$ cat config.mk
export PLATFORM = sky130hd
export DESIGN_NAME = adsr_mid
export DESIGN_NICKNAME = d
export VERILOG_FILES = /design/src/sv/adsr_pkg.sv /design/src/sv/adsr_mid.sv
export SDC_FILE = /design/constraint.sdc
export NUM_CORES = 1
export LEC_CHECK = 0
export BUFFER_PORTS_ARGS = -buffer_cell sky130_fd_sc_hd__buf_2
export CORE_ASPECT_RATIO = 0.7
export CORE_UTILIZATION = 40
export DETAILED_ROUTE_END_ITERATION = 10
export GPL_TIMING_DRIVEN = 0
export PLACE_DENSITY = 0.56
export SYNTH_ARGS = -nofsm -noshare
export SYNTH_HDL_FRONTEND = slang
export SYNTH_SLANG_ARGS = --single-unit
$ cat constraint.sdc
create_clock -name clk -period 13.6 [get_ports clk]
set_clock_uncertainty 0.05 [all_clocks]
set_input_delay 4.08 -clock clk [delete_from_list [all_inputs] [get_ports clk]]
set_output_delay 4.08 -clock clk [all_outputs]
set_load 0.02 [all_outputs]
$ cat src/sv/adsr_pkg.sv
// ----------------------------------------------------------------------------
// adsr_pkg
// Shared types and constants for the linear ADSR envelope pipeline.
// ----------------------------------------------------------------------------
`default_nettype none

package adsr_pkg;

  localparam int TIME_WIDTH_DEF  = 32;
  localparam int LEVEL_WIDTH_DEF = 16;
  localparam int INDEX_WIDTH     = 3;

  // register indexes on the config port
  localparam logic [INDEX_WIDTH-1:0] REG_ATTACK_LEVEL  = 3'd0;
  localparam logic [INDEX_WIDTH-1:0] REG_ATTACK_TICKS  = 3'd1;
  localparam logic [INDEX_WIDTH-1:0] REG_DECAY_TICKS   = 3'd2;
  localparam logic [INDEX_WIDTH-1:0] REG_SUSTAIN_LEVEL = 3'd3;
  localparam logic [INDEX_WIDTH-1:0] REG_RELEASE_TICKS = 3'd4;
  localparam logic [INDEX_WIDTH-1:0] REG_FLOOR_LEVEL   = 3'd5;

  // reset values
  localparam int RST_ATTACK_LEVEL  = 65535;
  localparam int RST_ATTACK_TICKS  = 4800;
  localparam int RST_DECAY_TICKS   = 4800;
  localparam int RST_SUSTAIN_LEVEL = 52428;
  localparam int RST_RELEASE_TICKS = 9600;
  localparam int RST_FLOOR_LEVEL   = 66;

  // held-note segment an item falls in
  typedef enum logic [1:0] {
    MODE_ATTACK,
    MODE_DECAY_UP,
    MODE_DECAY_DOWN,
    MODE_SUSTAIN
  } mode_t;

  // control flags that ride along with each beat
  typedef struct packed {
    logic  released;   // note-off at or after note-on
    logic  rel_zero;   // release done or zero length
    mode_t mode;
  } flags_t;

endpackage

`default_nettype wire

$ cat src/sv/adsr_mid.sv
// ----------------------------------------------------------------------------
// adsr_mid
// Held-note level from the first quotient, then the release product.
// ----------------------------------------------------------------------------
`default_nettype none

module adsr_mid #(
  parameter int TW = adsr_pkg::TIME_WIDTH_DEF,
  parameter int LW = adsr_pkg::LEVEL_WIDTH_DEF
) (
  input  wire logic             clk,
  input  wire logic             rst,
  input  wire logic             en,
  input  wire logic             in_valid,
  input  wire logic [LW-1:0]    in_quo,
  input  wire adsr_pkg::flags_t in_flags,
  input  wire logic [TW-1:0]    in_xr,
  input  wire logic [LW-1:0]    attack_level,
  input  wire logic [LW-1:0]    sustain_level,
  input  wire logic [TW-1:0]    release_ticks,
  output logic                  out_valid,
  output logic [TW+LW-1:0]      out_num,
  output logic [TW-1:0]         out_den,
  output adsr_pkg::flags_t      out_flags,
  output logic [LW-1:0]         out_held
);

  logic             v4;
  logic [LW-1:0]    h4;
  adsr_pkg::flags_t f4;
  logic [TW-1:0]    xr4;
  logic [LW-1:0]    h_comb;

  always_comb begin
    unique case (in_flags.mode)
      adsr_pkg::MODE_ATTACK:     h_comb = in_quo;
      adsr_pkg::MODE_DECAY_UP:   h_comb = attack_level + in_quo;
      adsr_pkg::MODE_DECAY_DOWN: h_comb = attack_level - in_quo;
      default:                   h_comb = sustain_level;
    endcase
  end

  always_ff @(posedge clk) begin
    if (rst) begin
      v4 <= 1'b0;
    end else if (en) begin
      v4 <= in_valid;
    end
  end

  always_ff @(posedge clk) begin
    if (en) begin
      h4  <= h_comb;
      f4  <= in_flags;
      xr4 <= in_xr;
    end
  end

  always_ff @(posedge clk) begin
    if (rst) begin
      out_valid <= 1'b0;
    end else if (en) begin
      out_valid <= v4;
    end
  end

  // remaining release time times the level at note-off
  always_ff @(posedge clk) begin
    if (en) begin
      out_num   <= xr4 * h4;
      out_den   <= release_ticks;
      out_flags <= f4;
      out_held  <= h4;
    end
  end

endmodule

`default_nettype wire

Word level (Yosys, flattened, before mapping):

Cells that the tools add are included.

* reductions and logical operators: 1
* add/subtract/negate cells: 2
* muxes and demuxes: 1
* $mul: 1
* equality and inequality tests: 2

Operator list (number)
* 32-bit by 16-bit multiplier with 48-bit output: 1
* 16-bit one-hot mux with 3 select lines: 1
* 16-bit adder: 1
* 16-bit subtractor: 1
* 2-bit by 1-bit equality test with 1-bit output, second input constant: 1
* 2-bit equality test, second input constant: 1
* 2-bit logical NOT: 1

* register bits after elaboration: 154
* output and inout bits: 101

Logic depth before layout (Yosys ltp):

* word-level depth: 2
* mapped depth: 25

Worst setup path after synthesis:

No wires, ideal clock.

* kind: in2reg
* start: in in_flags[0] (netlist name)
* end: reg h4[12] (data pin)
* required time: 13281 ps
* path buffers: 1
* cell stages on the path: 14
* setup slack: 6424 ps
* data arrival time: 6858 ps
* cell sequence: inv_1 > ha_1 > clkbuf_1 > mux2i_1 > fa_1 > a21o_1 > a21oi_1 > o21bai_1 > a2111oi_2 > o31ai_1 > o41ai_1 > xnor2_1 > a22oi_1 > o21ai_0

* cells in the longest elaborated chain, start to end: 2
* elaborated cells between the ends (all ways): 4
* those cells by class: eq/ne (2); mux (1); reduce/logical (1)

RTL lines
* from (decl): line adsr_mid.sv:16 `input wire adsr_pkg::flags_t in_flags,`
* 2-bit equality test (tied with other cells): line adsr_mid.sv:35 `unique case (in_flags.mode)`
* 16-bit one-hot mux with 3 select lines *: line adsr_mid.sv:35
* net h_comb[12]: line adsr_mid.sv:32 `logic [LW-1:0] h_comb;`
* to (signal assigned): line adsr_mid.sv:53 `h4 <= h_comb;`
* to (decl): line adsr_mid.sv:29 `logic [LW-1:0] h4;`

Mark *: on every way through the listed nets, which the timed path passes. The rest lies on a longest branch.
A chain may end at the register's enable or synchronous reset.

Final worst setup path:

* start: reg h4[3]
* end: reg out_num[47] (data pin)

* cells in the longest elaborated chain, start to end: 1

RTL lines
* 32-bit by 16-bit multiplier with 48-bit output: line adsr_mid.sv:70 `out_num <= xr4 * h4;`
* to (signal assigned): line adsr_mid.sv:70
* to (decl): line adsr_mid.sv:22 `output logic [TW+LW-1:0] out_num,`

No other way between the ends.

==> impl_metrics.py <==
metrics = {
    "critical_path": {
        "worstPathRequired_ps": 13780,
        "path_class": "reg2reg",
        "crit_path_end_kind": "register",
        "crit_top_cell": "fa_1",
        "worstPathArrival_ps": 7890,
        "start_kind": "register",
        "slowest_delay_ps": 810,
        "critPathMaxFanout": 10,
        "reg2reg_depth": 22,
        "crit_chain": "clkbuf_1 > nand2_1 > fa_1 > fa_1 > fa_1 > inv_1 > fa_1 > fa_1 > inv_1 > fa_1 > inv_1 > ha_1 > buf_2 > a21oi_1 > o21ai_0 > a21oi_1 > o211ai_1 > o211ai_2 > o31ai_1 > a311oi_1 > o21ai_0 > xnor2_1",
        "crit_path_top_delay_cell": "edfxtp_1",
    },
    "floorplan": {
        "core_area_mm2": 0.0540,
        "ios": 221,
        "die_y_um": 198,
        "start_util_pct": 40.8,
        "fp-row-count": 71,
        "die_x_um": 282,
        "die_area_mm2": 0.0560,
    },
    "timing": {
        "min_period_ps": 7710,
        "max_freq_mhz": 130,
        "setup_viol": 0,
        "slew_headroom_pct": 40.3,
        "slew_viol_final": 0,
        "hold_violations": 0,
        "period_share_pct": 56.7,
        "tightest_slew_ps": 895,
        "timing.final.ws_setup_ps": 5890,
        "finalSetupTns_ps": 0,
        "rsz0062_at_grt": "false",
    },
    "job": {
        "maxCapViolations": 0,
    },
    "yosys": {
        "synth_xor_area_share_pct": 2.86,
        "synth_area_per_cell_um2": 9.94,
        "ys_seq_area_share_pct": 20.9,
        "async_flop_share_pct": 0,
        "syn-num-nets": 2892,
        "synth_warnings": 0,
        "ys_ff_latch": 154,
        "yosys.area_share.simple_pct": 14.7,
        "synth_cell_types": 61,
        "syn_inst": 2214,
        "muxShareOfSynthArea_pct": 0.188,
        "syn_area_mm2": 0.0220,
        "synth_edf_count": 152,
        "synth_top_family_by_area": "adder cells",
        "synth-compound-area-share_pct": 5.82,
        "synth-main-ff-cell": "edfxtp_1",
        "synth_fa_ha_area_share_pct": 46.0,
    },
    "grt": {
        "grt_first_pass_wirelength_mm": 105,
        "grt_pass1_vias": 17200,
        "grt_max_degree": 82,
        "grt_use_total_pct": 25.6,
        "overflow": 0,
        "antenna_found_initial": 1,
    },
    "routing": {
        "drt-wirelength-per-cell_um": 20.9,
        "first_pass_iters": 5,
        "viasPerCell": 5.03,
        "ant_nets": 0,
        "dr_total_vias": 16100,
        "drc": 0,
        "drt_iter0_markers": 1057,
        "drt_wl_total_mm": 66.9,
    },
    "clock_network": {
        "cts.sinks": 154,
        "htreeDepth": 4,
        "hold_buffers": 0,
        "clk_pin_slew_ps": 70,
        "numCtsBuffers": 17,
        "ctsRootBufferMaster": "clkbuf_16",
        "insertion_delay_ps": 490,
        "post_cts_resized": 0,
        "cts_setup_buffers": 0,
        "clockBufferDepth": 2,
        "cts_tree": "built",
    },
    "cells_and_area": {
        "fillerInstances": 5297,
        "design.final.nets": 3132,
        "antenna_cells": 0,
        "drive_above_1_share_pct": 10.7,
        "syn2layout_area_growth_pct": 11.8,
    },
    "place": {
        "io_buffers": 220,
        "gp_congestion": 0.968,
        "dp_hpwl_mm": 54.4,
        "dp_slack_ps": 5590,
    },
    "status": {
        "status": "finished clean",
    },
    "hold_path": {
        "hold_path_class": "reg2reg",
        "min_path_cells": 0,
    },
}
-- cell type report --
class | instances | area [µm²] | area share [%]
Sequential cell | 154 | 4600 | 18.7
Buffer | 98 | 374 | 1.52
Inverter | 456 | 1710 | 6.96
Clock inverter | 15 | 121 | 0.493
Timing Repair Buffer | 221 | 1130 | 4.61
Tap cell | 730 | 913 | 3.71
Clock buffer | 17 | 425 | 1.73
Multi-Input combinational cell | 1506 | 15300 | 62.3
-- metrics by stage --
step           instance area [µm²]  utilization [%]  hold slack, ps  std cells
3_3_place_gp                 24000             44.5             352       3164
5_1_grt                      24600             45.6             386       3197
4_1_cts                      24600             45.6             375       3197
2_1_floorplan                22000                -             350       2214
3_5_place_dp                 24100             44.5             357       3165
6_report                     24600             45.6             373       3197
-- cells in the mapped netlist, types with 15 or more instances --
cell	number	share of area, %
a21o_1	30	1.0
nand2_1	346	5.9
clkbuf_1	93	1.6
nand3_1	15	0.34
o21ai_0	28	0.64
inv_1	456	7.8
xor2_1	23	0.92
nor2_1	55	0.94
a21oi_1	69	1.6
ha_1	139	7.9
xnor2_1	49	1.9
and2_1	215	6.1
fa_1	419	38
edfxtp_1	152	21
-- metal layers --
layer | up-vias | wire (µm) | global-route usage (%)
li1 | 7249 | - | -
met1 | 8074 | 30400 | 37.5
met2 | 670 | 26900 | 35.4
met3 | 80 | 8110 | 9.30
met4 | 0 | 1460 | 7.01
met5 | - | 0 | 0
-- cells in the final DEF (no fill, tap or decap), types with 23 or more instances in the layout --
cell	synthesis	final
o21ai_0	28	28
inv_1	456	456
buf_2	5	224
nand2_1	346	346
fa_1	419	419
edfxtp_1	152	152
a21oi_1	69	69
and2_1	215	215
a21o_1	30	30
ha_1	139	139
nor2_1	55	55
clkbuf_1	93	93
xnor2_1	49	49
xor2_1	23	23
-- kinds of logic (layout without fill, tap and decap cells) --
| family | count (synthesis) | in the layout |
|---|---|---|
| AO/OA/AOI/OAI | 195 | 195 |
| XOR/XNOR | 72 | 72 |
| adder cells (fa/ha/maj) | 558 | 558 |
| buffers and inverters | 554 | 807 |
| flip-flops | 154 | 154 |
| multiplexers | 4 | 4 |
| AND/OR/NAND/NOR | 677 | 677 |
-- state kept, by name, indices dropped and copies added (netlist names) --
signal     cells
out_num       48
out_den       32
xr4           32
h4            16
out_held      16
f4             4
out_flags      4
out_valid      1
v4             1
-- final timing paths --
| check | start | end | slack [ps] |
|---|---|---|---|
| max | h4[3] | out_num[47] | 5890 |
| min | f4[2] | out_flags[2] | 370 |
| max reg2reg | h4[3] | out_num[47] | 5890 |
| min reg2reg | f4[2] | out_flags[2] | 370 |
-- critical path, delay by kind of cell, from the launching register on --
kind / cells / cell delay [ps]
flops: 1 / 810
compound gates: 8 / 1710
xor+xnor: 1 / 150
buf+inv: 5 / 1060
fa+ha+maj: 7 / 3490
simple gates: 1 / 150
Power is left out: the tool's default activity adds up to more than one toggle a clock period on the data nets, which glitch-free logic cannot reach.
