`config.mk`:
```
export PLATFORM = sky130hd
export DESIGN_NAME = adsr_div
export DESIGN_NICKNAME = d
export VERILOG_FILES = /design/src/sv/adsr_pkg.sv /design/src/sv/adsr_div.sv
export SDC_FILE = /design/constraint.sdc
export NUM_CORES = 2
export LEC_CHECK = 0
export BUFFER_PORTS_ARGS = -buffer_cell sky130_fd_sc_hd__buf_2
export CORE_AREA = 5 5 336 338
export DETAILED_ROUTE_END_ITERATION = 16
export DIE_AREA = 0 0 341 343
export GPL_TIMING_DRIVEN = 0
export PLACE_DENSITY = 0.8
export SLEW_MARGIN = 10
export SYNTH_ARGS = -nofsm -noshare
export SYNTH_HDL_FRONTEND = slang
export SYNTH_SLANG_ARGS = --single-unit
```
`constraint.sdc`:
```
create_clock -name clk -period 3.88 [get_ports clk]
set_input_delay 0.388 -clock clk [delete_from_list [all_inputs] [get_ports clk]]
set_output_delay 0.388 -clock clk [all_outputs]
set_load 0.1 [all_outputs]
```
`src/sv/adsr_pkg.sv`:
```
// ----------------------------------------------------------------------------
// adsr_pkg
// Shared types and constants for the linear ADSR envelope pipeline.
// ----------------------------------------------------------------------------
`default_nettype none

package adsr_pkg;

  localparam int TIME_WIDTH_DEF  = 32;
  localparam int LEVEL_WIDTH_DEF = 16;
  localparam int INDEX_WIDTH     = 3;

  // register indexes on the config port
  localparam logic [INDEX_WIDTH-1:0] REG_ATTACK_LEVEL  = 3'd0;
  localparam logic [INDEX_WIDTH-1:0] REG_ATTACK_TICKS  = 3'd1;
  localparam logic [INDEX_WIDTH-1:0] REG_DECAY_TICKS   = 3'd2;
  localparam logic [INDEX_WIDTH-1:0] REG_SUSTAIN_LEVEL = 3'd3;
  localparam logic [INDEX_WIDTH-1:0] REG_RELEASE_TICKS = 3'd4;
  localparam logic [INDEX_WIDTH-1:0] REG_FLOOR_LEVEL   = 3'd5;

  // reset values
  localparam int RST_ATTACK_LEVEL  = 65535;
  localparam int RST_ATTACK_TICKS  = 4800;
  localparam int RST_DECAY_TICKS   = 4800;
  localparam int RST_SUSTAIN_LEVEL = 52428;
  localparam int RST_RELEASE_TICKS = 9600;
  localparam int RST_FLOOR_LEVEL   = 66;

  // held-note segment an item falls in
  typedef enum logic [1:0] {
    MODE_ATTACK,
    MODE_DECAY_UP,
    MODE_DECAY_DOWN,
    MODE_SUSTAIN
  } mode_t;

  // control flags that ride along with each beat
  typedef struct packed {
    logic  released;   // note-off at or after note-on
    logic  rel_zero;   // release done or zero length
    mode_t mode;
  } flags_t;

endpackage

`default_nettype wire

```
`src/sv/adsr_div.sv`:
```
// ----------------------------------------------------------------------------
// adsr_div
// Pipelined restoring divider, one quotient bit per stage. Expects the top
// TW bits of the numerator to be below the denominator.
// ----------------------------------------------------------------------------
`default_nettype none

module adsr_div #(
  parameter int TW = adsr_pkg::TIME_WIDTH_DEF,
  parameter int LW = adsr_pkg::LEVEL_WIDTH_DEF,
  parameter int SW = 1
) (
  input  wire logic             clk,
  input  wire logic             rst,
  input  wire logic             en,
  input  wire logic             in_valid,
  input  wire logic [TW+LW-1:0] in_num,
  input  wire logic [TW-1:0]    in_den,
  input  wire logic [SW-1:0]    in_side,
  output logic                  out_valid,
  output logic [LW-1:0]         out_quo,
  output logic [SW-1:0]         out_side
);

  logic [LW-1:0] val_r;
  logic [TW-1:0] rem_r  [LW];
  logic [LW-1:0] lo_r   [LW];
  logic [TW-1:0] den_r  [LW];
  logic [SW-1:0] side_r [LW];

  for (genvar k = 0; k < LW; k++) begin : g_stage
    logic          val_p;
    logic [TW-1:0] rem_p;
    logic [LW-1:0] lo_p;
    logic [TW-1:0] den_p;
    logic [SW-1:0] side_p;
    logic [TW:0]   trial;
    logic [TW:0]   diff;
    logic          ge;

    if (k == 0) begin : g_first
      assign val_p  = in_valid;
      assign rem_p  = in_num[TW+LW-1:LW];
      assign lo_p   = in_num[LW-1:0];
      assign den_p  = in_den;
      assign side_p = in_side;
    end else begin : g_next
      assign val_p  = val_r[k-1];
      assign rem_p  = rem_r[k-1];
      assign lo_p   = lo_r[k-1];
      assign den_p  = den_r[k-1];
      assign side_p = side_r[k-1];
    end

    assign trial = {rem_p, lo_p[LW-1]};
    assign diff  = trial - {1'b0, den_p};
    assign ge    = (trial >= {1'b0, den_p});

    always_ff @(posedge clk) begin
      if (rst) begin
        val_r[k] <= 1'b0;
      end else if (en) begin
        val_r[k] <= val_p;
      end
    end

    // low word shifts out dividend bits and collects quotient bits
    always_ff @(posedge clk) begin
      if (en) begin
        rem_r[k]  <= ge ? diff[TW-1:0] : trial[TW-1:0];
        lo_r[k]   <= {lo_p[LW-2:0], ge};
        den_r[k]  <= den_p;
        side_r[k] <= side_p;
      end
    end
  end

  assign out_valid = val_r[LW-1];
  assign out_quo   = lo_r[LW-1];
  assign out_side  = side_r[LW-1];

endmodule

`default_nettype wire

```
==> Word level (Yosys, flattened, before mapping) <==
Memories as Yosys holds them, arrays and structs flattened.
Cells that the tools add are included.
{ "classes": {"mux": 18, "n_lt_le_gt_ge": 16, "add_sub_neg": 16} }
{ "op_table": {"columns": ["cell", "n"], "rows": [
  ["33-bit by 32-bit greater-or-equal comparator with 1-bit output", 16],
  ["32-bit two-way mux", 16],
  ["32-bit subtractor", 16],
  ["1-bit two-way mux", 2]
]} }
{ "word_totals": {"mem_count": 4, "out_inout_bits": 18, "mem_bits_rw": 1296, "in_bits": 85, "regBits": 16, "wordCells": 70} }
{ "memory_table": {"columns": ["memory", "words", "width", "rd", "rd_clocked_by_memory_dff", "write_ports", "line_no", "rtl"], "rows": [
  ["den_r", 16, 32, 15, 0, 16, "adsr_div.sv:28", "logic [TW-1:0] den_r [LW];"],
  ["rem_r", 16, 32, 15, 0, 16, "adsr_div.sv:26", "logic [TW-1:0] rem_r [LW];"],
  ["lo_r", 16, 16, 16, 0, 16, "adsr_div.sv:27", "logic [LW-1:0] lo_r [LW];"],
  ["side_r", 16, 1, 16, 0, 16, "adsr_div.sv:29", "logic [SW-1:0] side_r [LW];"]
]} }

==> Depth between registers and ports, before layout <==
{ "logic_depth": {"ltp_word": 2, "ltp_mapped": 15, "mapped_depth_nobuf": 13} }

==> Least setup slack after synthesis <==
OpenSTA, ideal clock, no wires.
{ "synth_timing": {"kind": "reg2reg", "from": "memory den_r[1][1] in the netlist's numbering", "to": "memory rem_r[1][56] in the netlist's numbering, data pin", "setup_ps": 260, "required_ps": 3620, "path_buffers": 1, "period_less_slack_ps": 3192, "stages_incl_launch_ff": 14, "slack_ps": 688, "arrival_time_ps": 2933, "path_cell_list": "edfxtp_1 inv_1 ha_1 nor2b_1 o31a_1 o21ai_0 a211o_1 a31oi_1 nor4bb_1 nor2_1 a31o_2 a21boi_2 buf_2 mux2_2"} }
{ "synth_lines": {"columns": ["element", "line_no"], "rows": [
  ["start: declaration", "adsr_div.sv:28"],
  ["end: declaration", "adsr_div.sv:26"]
]} }

==> impl_metrics.csv <==
group,metric,value,unit
run_status,status,"finished, violations left",
run_status,failed_checks,"setup timing",
timing,slew_headroom,0.07857,
worst_hold_path,worstHoldPathType,"in -> reg",
clock_network,cts_tree,"yes",
routing,drt_pass1_iterations,9,
timing,slew_viol_final,0,
logic_synthesis,synth_top_area_frac,0.5322,
placement,hpwl,124.0,mm
placement,gp_congestion,0.9666,
logic_synthesis,synth.most_common_cell,"edfxtp_1",
global_routing,grt_max_degree,176,
timing,setup_tns,-35.70,ps
global_routing,grt_overflow,0,
timing,fin_crit_sh,1.007,
floorplanning,core.rowCount,122,
logic_synthesis,synth_area_leaders,"edfxtp_1 (53%), ha_1 (9.2%), mux2_2 (3.8%)",
cells_and_area,antenna_cells,0,
critical_path,endpoint_kind,"register",
floorplanning,die_w,341,microns
placement,dp_cells,7589,
clock_network,cts.clk_slew.worst_paths,60,ps
timing,finalWorstSetupSlack,-25.95,ps
clock_network,cts_max_level,4,
critical_path,crit_arrival,4380,ps
flow_run,max_cap_violations,0,
logic_synthesis,synth_area,69510,sq um
timing,fmax,0.2560,GHz
logic_synthesis,yosysSeqAreaShare,0.5368,
placement,portBuffers,101,
critical_path,slowest_stage,"edfxtp_1",
floorplanning,io_pins,103,
logic_synthesis,syn_avg_cell_area,11.49,sq um
timing,setup-violations-final,3,
logic_synthesis,ys_types,96,
critical_path,worstPathCellList,"inv_2 > ha_2 > nor2b_2 > o2111ai_2 > nand3_2 > nand3b_1 > a21oi_4 > o2111ai_4 > o31a_1 > o211ai_1 > a41oi_4 > buf_12 > buf_4 > mux2_2",
logic_synthesis,yosys_warnings,0,
routing,antenna_left,0,
logic_synthesis,synthCells,6052,
timing,hold_viol_final,0,
power_and_ir_drop,vdd_ir_drop_max,0.4855,mV
cells_and_area,fin_cells,7956,
floorplanning,die_h,343,microns
logic_synthesis,synth_edf_count,1232,
global_routing,track_usage,0.2840,
routing,via_count,47770,
logic_synthesis,synth_top_cell_by_area,"edfxtp_1",
cells_and_area,area_delta_synth_final,13.05,%
floorplanning,dieArea,117000,sq um
clock_network,clk_path_buf_depth,3,
floorplanning,coreArea,109800,sq um
timing,skew,35.02,ps
clock_network,cts-root-buf,"clkbuf_16",
cells_and_area,drive_gt1_frac,0.1291,
routing,viasPerCell,6.005,
logic_synthesis,yosys_most_used_dff,"edfxtp_1",
timing,worst_pin_slew,1370,ps
global_routing,antenna_found_initial,1,
critical_path,slowest_delay,690,ps
routing,totalWireLength,168.5,mm
critical_path,criticalPathCategory,"reg -> reg",
cells_and_area,num-nets-final,7038,
logic_synthesis,synth_commonest_cells,"edfxtp_1 (1,232), inv_1 (624), ha_1 (512)",
power_and_ir_drop,p_per_area,846.8,nW/um^2
clock_network,clock-sinks,1248,
critical_path,worst_ep_required_time,4350,ps
routing,wl_per_cell,21.18,microns
critical_path,crit_path_start_kind,"register",
global_routing,grt_pass1_wl,260.5,mm
critical_path,critical_path_peak_fanout,10,
logic_synthesis,syn-num-nets,6664,
timing,period_minus_slack,3906,ps
clock_network,cts_buffers,135,
global_routing,grt_pass1_vias,49980,
cells_and_area,postLayoutCoreUtil,0.7160,
logic_synthesis,synthArstFlopShare,0,
power_and_ir_drop,power.leakage,32.19,nW
timing,grt_setup_unrepaired,"yes",
routing,drtIter0Drc,2919,
routing,remaining_drc_errors,0,
clock_network,worst_skew_pair.late_latency,750,ps
power_and_ir_drop,total_power,0.06655,W
floorplanning,start_util,0.6333,
logic_synthesis,synth_seq_cells,1248,
cells_and_area,fillerInstances,7257,
[through the flow]
step | cell area [sq um] | hold slack (ps) | worst slack [ps]
after CTS | 78020 | 2.924 | -1.117
after floorplan | 69510 | 400.3 | 687.5
after global placement | 71800 | 400.3 | -16250
after detailed placement | 72070 | 404.5 | -1057
final | 78580 | 29.46 | -25.95
after global routing | 78580 | 38.78 | -29.99
[path summary, 6_finish.rpt]
| kind | start | end | slack [ps] | cells after the start |
|---|---|---|---|---|
| setup reg to reg | lo_r[0][127] | rem_r[1][26] | -30 | 14 |
| hold / removal | in_num[30] | rem_r[0][15] | 30 | 3 |
| hold reg to reg | lo_r[0][68] | lo_r[0][85] | 410 | 0 |
| setup / recovery | lo_r[0][127] | rem_r[1][26] | -30 | 14 |
[where the power goes]
group	internal [W]	switching [W]
Sequential	0.0199	0.00176
Combinational	0.0138	0.0183
Clock	0.00746	0.00529
[layer usage]
metal | wire length [microns] | vias up | part of all wire | track usage
met5 | 0 | - | 0 | 0
met4 | 16390 | 0 | 0.097 | 0.2373
met3 | 5503 | 567 | 0.033 | 0.03134
met2 | 93360 | 1521 | 0.55 | 0.5645
met1 | 53290 | 22690 | 0.32 | 0.2516
li1 | - | 22990 | - | -
[final cells by class]
| cell class | instances | area, sq um | area share |
|---|---|---|---|
| buffer | 148 | 837.1 | 0.01065 |
| clock buffer | 160 | 3525 | 0.04485 |
| clock inverter | 81 | 853.3 | 0.01086 |
| inverter | 625 | 2350 | 0.02990 |
| multi-input combinational | 4027 | 29910 | 0.3806 |
| sequential | 1248 | 37320 | 0.4749 |
| tap | 1426 | 1784 | 0.02270 |
| timing repair buffer | 241 | 2009 | 0.02557 |
[layout by cell type, fill, tap and decap left out, types with 32 or more instances in the layout]
master            n
a31oi_1          58
clkbuf_16       138
mux2i_1          32
nor3_1           48
a211oi_1         42
buf_2           123
buf_4            71
nand2b_1         69
dlygate4sd3_1    72
a21oi_1         437
o21bai_1         54
nand2_1         441
nor2_1          273
edfxtp_1       1232
inv_1           620
ha_1            503
nor2b_1          59
a21o_1          229
clkbuf_1         87
nand4_1          87
mux2_2          236
nand3_1         103
and3_1           42
xor2_1          145
xnor2_1         262
o21ai_0         363
o21a_1           68
[flip-flops by register name, indices dropped and copies added, names as in the netlist]
register / cells
rem_r: 480
den_r: 480
side_r: 16
out_valid: 1
lo_r: 256
g_stage.val_p: 15
[worst max-delay path: cells and delay by family, from the launching register on]
| family | cells | cell delay, ps |
|---|---|---|
| muxes | 1 | 330 |
| AOI/OAI and AO/OA | 6 | 1420 |
| adders and majority gates | 1 | 230 |
| DFF | 1 | 690 |
| and+or+nand+nor | 3 | 480 |
| buffers and inverters | 3 | 490 |
[repair_timing]
item                       4_1_cts  5_1_grt
setup buffers                   30       28
gates cloned                     0        0
setup endpoints to repair      447      379
pin swaps                       27       36
hold buffers                    72        0
hold endpoints to repair        92        0
gates resized for setup        130       94
[cells by family after synthesis]
logic type                 Yosys count  synth area share
DFF                               1248            0.5368
muxes                              270           0.04316
xor gates and xnor gates           408           0.05141
adders and majority gates          527           0.09648
buffers and inverters              777           0.04347
and+or+nand+nor                   1273           0.08735
AOI/OAI and AO/OA                 1549            0.1413
Power figures use the tool's default switching activity.
