<file path="src/sv/adsr_pkg.sv">
// ----------------------------------------------------------------------------
// adsr_pkg
// Shared types and constants for the linear ADSR envelope pipeline.
// ----------------------------------------------------------------------------
`default_nettype none

package adsr_pkg;

  localparam int TIME_WIDTH_DEF  = 32;
  localparam int LEVEL_WIDTH_DEF = 16;
  localparam int INDEX_WIDTH     = 3;

  // register indexes on the config port
  localparam logic [INDEX_WIDTH-1:0] REG_ATTACK_LEVEL  = 3'd0;
  localparam logic [INDEX_WIDTH-1:0] REG_ATTACK_TICKS  = 3'd1;
  localparam logic [INDEX_WIDTH-1:0] REG_DECAY_TICKS   = 3'd2;
  localparam logic [INDEX_WIDTH-1:0] REG_SUSTAIN_LEVEL = 3'd3;
  localparam logic [INDEX_WIDTH-1:0] REG_RELEASE_TICKS = 3'd4;
  localparam logic [INDEX_WIDTH-1:0] REG_FLOOR_LEVEL   = 3'd5;

  // reset values
  localparam int RST_ATTACK_LEVEL  = 65535;
  localparam int RST_ATTACK_TICKS  = 4800;
  localparam int RST_DECAY_TICKS   = 4800;
  localparam int RST_SUSTAIN_LEVEL = 52428;
  localparam int RST_RELEASE_TICKS = 9600;
  localparam int RST_FLOOR_LEVEL   = 66;

  // held-note segment an item falls in
  typedef enum logic [1:0] {
    MODE_ATTACK,
    MODE_DECAY_UP,
    MODE_DECAY_DOWN,
    MODE_SUSTAIN
  } mode_t;

  // control flags that ride along with each beat
  typedef struct packed {
    logic  released;   // note-off at or after note-on
    logic  rel_zero;   // release done or zero length
    mode_t mode;
  } flags_t;

endpackage

`default_nettype wire

</file>
<file path="src/sv/adsr_front.sv">
// ----------------------------------------------------------------------------
// adsr_front
// Elapsed times, segment decode and ramp product ahead of the first divide.
// ----------------------------------------------------------------------------
`default_nettype none

module adsr_front #(
  parameter int TW = adsr_pkg::TIME_WIDTH_DEF,
  parameter int LW = adsr_pkg::LEVEL_WIDTH_DEF
) (
  input  wire logic             clk,
  input  wire logic             rst,
  input  wire logic             en,
  input  wire logic             in_valid,
  input  wire logic [TW-1:0]    now_ticks,
  input  wire logic [TW-1:0]    on_ticks,
  input  wire logic [TW-1:0]    off_ticks,
  input  wire logic [LW-1:0]    attack_level,
  input  wire logic [TW-1:0]    attack_ticks,
  input  wire logic [TW-1:0]    decay_ticks,
  input  wire logic [LW-1:0]    sustain_level,
  input  wire logic [TW-1:0]    release_ticks,
  output logic                  out_valid,
  output logic [TW+LW-1:0]      out_num,
  output logic [TW-1:0]         out_den,
  output adsr_pkg::flags_t      out_flags,
  output logic [TW-1:0]         out_xr
);

  // stage 1: elapsed times
  logic          v1;
  logic          rel1;
  logic [TW-1:0] t1;
  logic [TW-1:0] e1;

  always_ff @(posedge clk) begin
    if (rst) begin
      v1 <= 1'b0;
    end else if (en) begin
      v1 <= in_valid;
    end
  end

  always_ff @(posedge clk) begin
    if (en) begin
      rel1 <= !(on_ticks > off_ticks);
      if (on_ticks > off_ticks) begin
        t1 <= (now_ticks >= on_ticks) ? now_ticks - on_ticks : '0;
      end else begin
        t1 <= off_ticks - on_ticks;
      end
      e1 <= (now_ticks >= off_ticks) ? now_ticks - off_ticks : '0;
    end
  end

  // stage 2: segment decode and ramp operands
  logic             v2;
  logic [TW-1:0]    x2;
  logic [LW-1:0]    y2;
  logic [TW-1:0]    z2;
  adsr_pkg::flags_t f2;
  logic [TW-1:0]    xr2;

  logic             in_atk;
  logic             in_dec;
  logic [TW-1:0]    u1;
  adsr_pkg::flags_t f1;
  logic [TW-1:0]    x1;
  logic [LW-1:0]    y1;
  logic [TW-1:0]    z1;

  assign in_atk = (attack_ticks != '0) && (t1 <= attack_ticks);
  assign u1     = t1 - attack_ticks;
  assign in_dec = (decay_ticks != '0) && (u1 <= decay_ticks);

  always_comb begin
    f1.released = rel1;
    f1.rel_zero = (release_ticks == '0) || (e1 >= release_ticks);
    x1 = '0;
    y1 = '0;
    z1 = decay_ticks;
    if (in_atk) begin
      f1.mode = adsr_pkg::MODE_ATTACK;
      x1 = t1;
      y1 = attack_level;
      z1 = attack_ticks;
    end else if (in_dec) begin
      x1 = u1;
      if (sustain_level >= attack_level) begin
        f1.mode = adsr_pkg::MODE_DECAY_UP;
        y1 = sustain_level - attack_level;
      end else begin
        f1.mode = adsr_pkg::MODE_DECAY_DOWN;
        y1 = attack_level - sustain_level;
      end
    end else begin
      f1.mode = adsr_pkg::MODE_SUSTAIN;
    end
  end

  always_ff @(posedge clk) begin
    if (rst) begin
      v2 <= 1'b0;
    end else if (en) begin
      v2 <= v1;
    end
  end

  always_ff @(posedge clk) begin
    if (en) begin
      x2  <= x1;
      y2  <= y1;
      z2  <= z1;
      f2  <= f1;
      xr2 <= release_ticks - e1;
    end
  end

  // stage 3: product
  always_ff @(posedge clk) begin
    if (rst) begin
      out_valid <= 1'b0;
    end else if (en) begin
      out_valid <= v2;
    end
  end

  always_ff @(posedge clk) begin
    if (en) begin
      out_num   <= x2 * y2;
      out_den   <= z2;
      out_flags <= f2;
      out_xr    <= xr2;
    end
  end

endmodule

`default_nettype wire

</file>
<file path="config.mk">
export PLATFORM = sky130hd
export DESIGN_NAME = adsr_front
export DESIGN_NICKNAME = d
export VERILOG_FILES = /design/src/sv/adsr_pkg.sv /design/src/sv/adsr_front.sv
export SDC_FILE = /design/constraint.sdc
export NUM_CORES = 2
export LEC_CHECK = 0
export BUFFER_PORTS_ARGS = -buffer_cell sky130_fd_sc_hd__buf_2
export CAP_MARGIN = 20
export CORE_ASPECT_RATIO = 0.6
export CORE_MARGIN = 10
export CORE_UTILIZATION = 53
export CTS_CLUSTER_DIAMETER = 40
export CTS_CLUSTER_SIZE = 8
export DETAILED_ROUTE_END_ITERATION = 6
export PLACE_DENSITY = 0.81
export SLEW_MARGIN = 15
export SYNTH_ARGS = -nofsm -noshare
export SYNTH_HDL_FRONTEND = slang
export SYNTH_SLANG_ARGS = --single-unit
</file>
<file path="constraint.sdc">
create_clock -name clk -period 14.8 [get_ports clk]
set_input_delay 2.22 -clock clk [delete_from_list [all_inputs] [get_ports clk]]
set_output_delay 2.22 -clock clk [all_outputs]
set_load 0.1 [all_outputs]
</file>
# After elaboration in Yosys (flattened, before gate mapping)
# Cells that the tools add are included.
[word_totals]
regBits = 300
[classes]
addsub = 7
order_cmp = 7
n_mul = 1
reduce_logical = 7
muxes = 10
[ops]
columns = ["cell", "count"]
rows = [
  ["32-bit two-way mux", 5],
  ["32-bit subtractor", 5],
  ["32-bit >= comparator", 3],
  ["32-bit <= comparator", 2],
  ["32-bit nonzero test", 2],
  ["32-bit by 16-bit multiplier with 48-bit output", 1],
  ["16-bit two-way mux", 3],
  ["32-bit > comparator", 1],
  ["32-bit logical NOT", 1],
  ["16-bit subtractor", 2],
  ["16-bit >= comparator", 1],
  ["2-bit two-way mux", 2],
  ["1-bit logical AND", 2],
  ["1-bit logical NOT", 1],
  ["1-bit logical OR", 1],
]

# Logic depth before layout (Yosys ltp)
[depth]
depth_word = 5
depth_mapped = 25
ltp_nobuf = 23

# Worst setup path after synthesis
# Ideal clock, no wire load.
[synth_path]
path_kind = "input port to flip-flop"
start = "input port attack_ticks[0]"
end = "register x2[23] (data pin)"
setup_slack_ps = 7605
setup_ps = 256
t_arrival_ps = 6939
n_path_buf = 1
required_ps = 14544
stages = 21
path_cell_list = "ha_1 > inv_1 > fa_1 > a211oi_2 > o211ai_2 > a311o_1 > a21o_1 > o21a_4 > a221o_2 > a41oi_2 > o311ai_1 > xnor2_1 > inv_1 > ha_1 > nand4_1 > or3_1 > o31a_1 > o22ai_1 > nor2_1 > clkbuf_1 > a22o_1"
[synth_between]
elab_chain_len = 5
elab_cells_between_ends = 8
[synth_lines]
columns = ["item", "line_no", "text"]
rows = [
  ["start, declared", "adsr_front.sv:19", "input wire logic [TW-1:0] attack_ticks,"],
  ["32-bit subtractor", "adsr_front.sv:73", "assign u1 = t1 - attack_ticks;"],
  ["32-bit <= comparator", "adsr_front.sv:74", "assign in_dec = (decay_ticks != '0) && (u1 <= decay_ticks);"],
  ["1-bit logical AND", "adsr_front.sv:74", ""],
  ["32-bit two-way mux", "adsr_front.sv:87", "end else if (in_dec) begin"],
  ["32-bit two-way mux (*)", "adsr_front.sv:82", "if (in_atk) begin"],
  ["named net x1[23]", "adsr_front.sv:68", "logic [TW-1:0] x1;"],
  ["end signal, assigned", "adsr_front.sv:111", "x2 <= x1;"],
  ["end, declared", "adsr_front.sv:58", "logic [TW-1:0] x2;"],
]
# Mark *: on every way through the listed nets, which the timed path passes. The rest lies on a longest branch.
# A chain may end at the register's enable or synchronous reset.

# Final worst setup path
[layout_path]
start = "register x2[10]"
end = "register out_num[45] (data pin)"
[layout_between]
elab_chain_len = 1
[layout_lines]
columns = ["item", "line_no", "text"]
rows = [
  ["32-bit by 16-bit multiplier with 48-bit output", "adsr_front.sv:130", "out_num <= x2 * y2;"],
  ["end signal, assigned", "adsr_front.sv:130", ""],
  ["end, declared", "adsr_front.sv:24", "output logic [TW+LW-1:0] out_num,"],
]
# Every way passes these cells.

==> results.sh <==
export IMPL_status="finished, final reports clean"
export IMPL_synth_edf_count=297
export IMPL_cts_tree="built"
export IMPL_grt_total_usage=0.276
export IMPL_nFillCells=5915
export IMPL_finalCritPeriodShare=0.525
export IMPL_setup_viol=0
export IMPL_seqCellArea_um2=8980
export IMPL_rsz0062_at_grt="false"
export IMPL_ys_async_sr_fraction=0
export IMPL_fin_tns_setup_ns=0
export IMPL_ys_seq_area_frac=0.241
export IMPL_yosys_warnings=0
export IMPL_crit_path_end_kind="flop"
export IMPL_synth_cell_types=82
export IMPL_clockBufferDepth=3
export IMPL_layout_nets=5302
export IMPL_max_cap_violations=0
export IMPL_grt_pass1_wl_mm=176
export IMPL_cts_buffers=54
export IMPL_numPortBuffers=344
export IMPL_clk_latency_ns=0.64
export IMPL_htree_num_levels=2
export IMPL_worstPathArrival_ns=8.11
export IMPL_grt_max_degree=98
export IMPL_fp_dieArea_um2=81700
export IMPL_worstPathRequired_ns=15.14
export IMPL_wl_mm=113
export IMPL_path_class="flop to flop"
export IMPL_num_vias=30800
export IMPL_grt_pass1_vias=30800
export IMPL_drt_iter0_markers=3362
export IMPL_final_min_clock_period_ns=7.77
export IMPL_post_cts_setup_buffers=0
export IMPL_cts_clk_slew_worst_paths_ns=0.05
export IMPL_drcViolationCount=0
export IMPL_die_y_um=225
export IMPL_skew_ns=0.0313
export IMPL_routedWlPerCell_um=21.5
export IMPL_most_common_layout_cells="701 x inv_1, 478 x nand2_1, 425 x fa_1"
export IMPL_antenna_found_initial=24
export IMPL_tightest_slew_ns=1.02
export IMPL_synthesis_nets=5024
export IMPL_syn_inst=4028
export IMPL_drv_slew=0
export IMPL_cts_hold_buf=0
export IMPL_drtPass1Iterations=5
export IMPL_netlist_area_um2=37300
export IMPL_relSlewSlack=0.314
export IMPL_layout_commonest_cell="inv_1"
export IMPL_layout_drive_gt1_share=0.110
export IMPL_multi_input_area_um2=25100
export IMPL_pin_count=345
export IMPL_path_max_fanout=16
export IMPL_root_buffer="clkbuf_16"
export IMPL_ant_nets=0
export IMPL_crit_path_start_kind="flop"
export IMPL_finalHoldViolCount=0
export IMPL_ys_ff_latch=300
export IMPL_gp_congestion=0.983
export IMPL_synthToLayoutAreaGrowth_pct=11.5
export IMPL_design_core_area_um2=69700
export IMPL_dp_hpwl_mm=90.8
export IMPL_postSynth_topFlopCell="edfxtp_1"
export IMPL_fmax_mhz=129
export IMPL_die_x_um=362
export IMPL_post_cts_resized=0
export IMPL_clock_sinks=300
export IMPL_viasPerCell=5.84
export IMPL_min_path_type="flop to flop"
export IMPL_initial_utilization=0.534
export IMPL_overflow=0
export IMPL_avgSynthCellArea_um2=9.25
export IMPL_rows=75
[metal layers]
layer | wire [µm] | GRT usage | part of all wire | vias to the layer above
met2 | 44600 | 0.381 | 0.39 | 1773
met5 | 61 | 0 | 0.00054 | -
li1 | - | - | - | 13900
met1 | 49300 | 0.401 | 0.43 | 15000
met4 | 2910 | 0.0740 | 0.026 | 8
met3 | 16500 | 0.105 | 0.15 | 170
[cells in the mapped netlist (all sizes together) (10+ instances only)]
cell type | instances | share of area
inv | 701 | 0.071
nand2 | 478 | 0.048
fa | 425 | 0.23
ha | 343 | 0.12
edfxtp | 297 | 0.24
a21oi | 225 | 0.030
and2 | 224 | 0.038
nor2 | 156 | 0.016
o21ai | 150 | 0.020
a21o | 131 | 0.026
clkbuf | 128 | 0.013
xnor2 | 116 | 0.027
xor2 | 79 | 0.019
nand4 | 48 | 0.0081
o31ai | 41 | 0.0083
nand3 | 38 | 0.0051
nor3 | 36 | 0.0048
o22ai | 34 | 0.0057
nor2b | 33 | 0.0055
nand2b | 31 | 0.0052
o21a | 28 | 0.0058
nor4 | 27 | 0.0045
buf | 24 | 0.0033
o21bai | 23 | 0.0046
a31oi | 19 | 0.0032
a211oi | 16 | 0.0034
a22o | 15 | 0.0035
and3 | 15 | 0.0025
or3 | 15 | 0.0025
o211ai | 11 | 0.0024
mux2i | 10 | 0.0027
[flip-flops by register name, summed over array words and instances (netlist names)]
register and cells:
f2 4, out_xr 32, xr2 32, v2 1, out_den 32, x2 32, e1 32, out_flags 4
rel1 1, z2 32, out_num 48, v1 1, y2 16, t1 32, out_valid 1
[critical path, stage by stage (launching register included)]
cell and delay (ns):
edfxtp_1 0.85, nand2_1 0.18, fa_1 0.53, fa_1 0.47, fa_1 0.56, inv_1 0.06
fa_1 0.48, fa_1 0.49, inv_1 0.05, fa_1 0.47, inv_1 0.05, ha_1 0.31
a21o_1 0.15, o32ai_1 0.09, a21oi_1 0.51, a21oi_1 0.41, a31oi_1 0.30, a21oi_1 0.18
o31ai_1 0.58, nand4_1 0.25, o31ai_1 0.33, xor2_1 0.12
[stage by stage]
step                      worst slack, ns  area [µm²]   util  hold WS [ns]  std cells
after floorplan                      7.60       37300      -         0.400       4028
after global placement               6.61       39800  0.571         0.401       5172
after detailed placement             6.51       39800  0.571         0.405       5173
after CTS                            7.12       41500  0.595         0.414       5259
after global routing                 6.80       41500  0.596         0.420       5274
final                                7.03       41500  0.596         0.414       5276
[kinds of logic (layout without fill, tap and decap cells)]
family	count (synthesis)	count (layout)	synth area share
other cells	0	16	0
flops	300	300	0.241
fa+ha+maj	768	768	0.344
simple gates	1119	1119	0.144
buf+inv	853	1161	0.0868
compound gates	779	779	0.135
xor+xnor	195	195	0.0458
mux	14	14	0.00390
[final timing paths]
check	start	slack, ns	end	cells past startpoint
min reg2reg	f2[0]	0.41	out_flags[0]	0
max reg2reg	x2[10]	7.03	out_num[45]	21
min	f2[0]	0.41	out_flags[0]	0
max	x2[10]	7.03	out_num[45]	21
[cell type report]
type / instances / share of cell area
Sequential cell: 300 / 0.216
Tap cell: 924 / 0.0278
Inverter: 701 / 0.0634
Multi-Input combinational cell: 2875 / 0.604
Timing Repair Buffer: 374 / 0.0471
Antenna cell: 16 / 0.000964
Clock buffer: 60 / 0.0331
Clock inverter: 26 / 0.00765
Power is not shown: default switching activity piles up to over one toggle a cycle in this logic, so the estimate is an artifact.
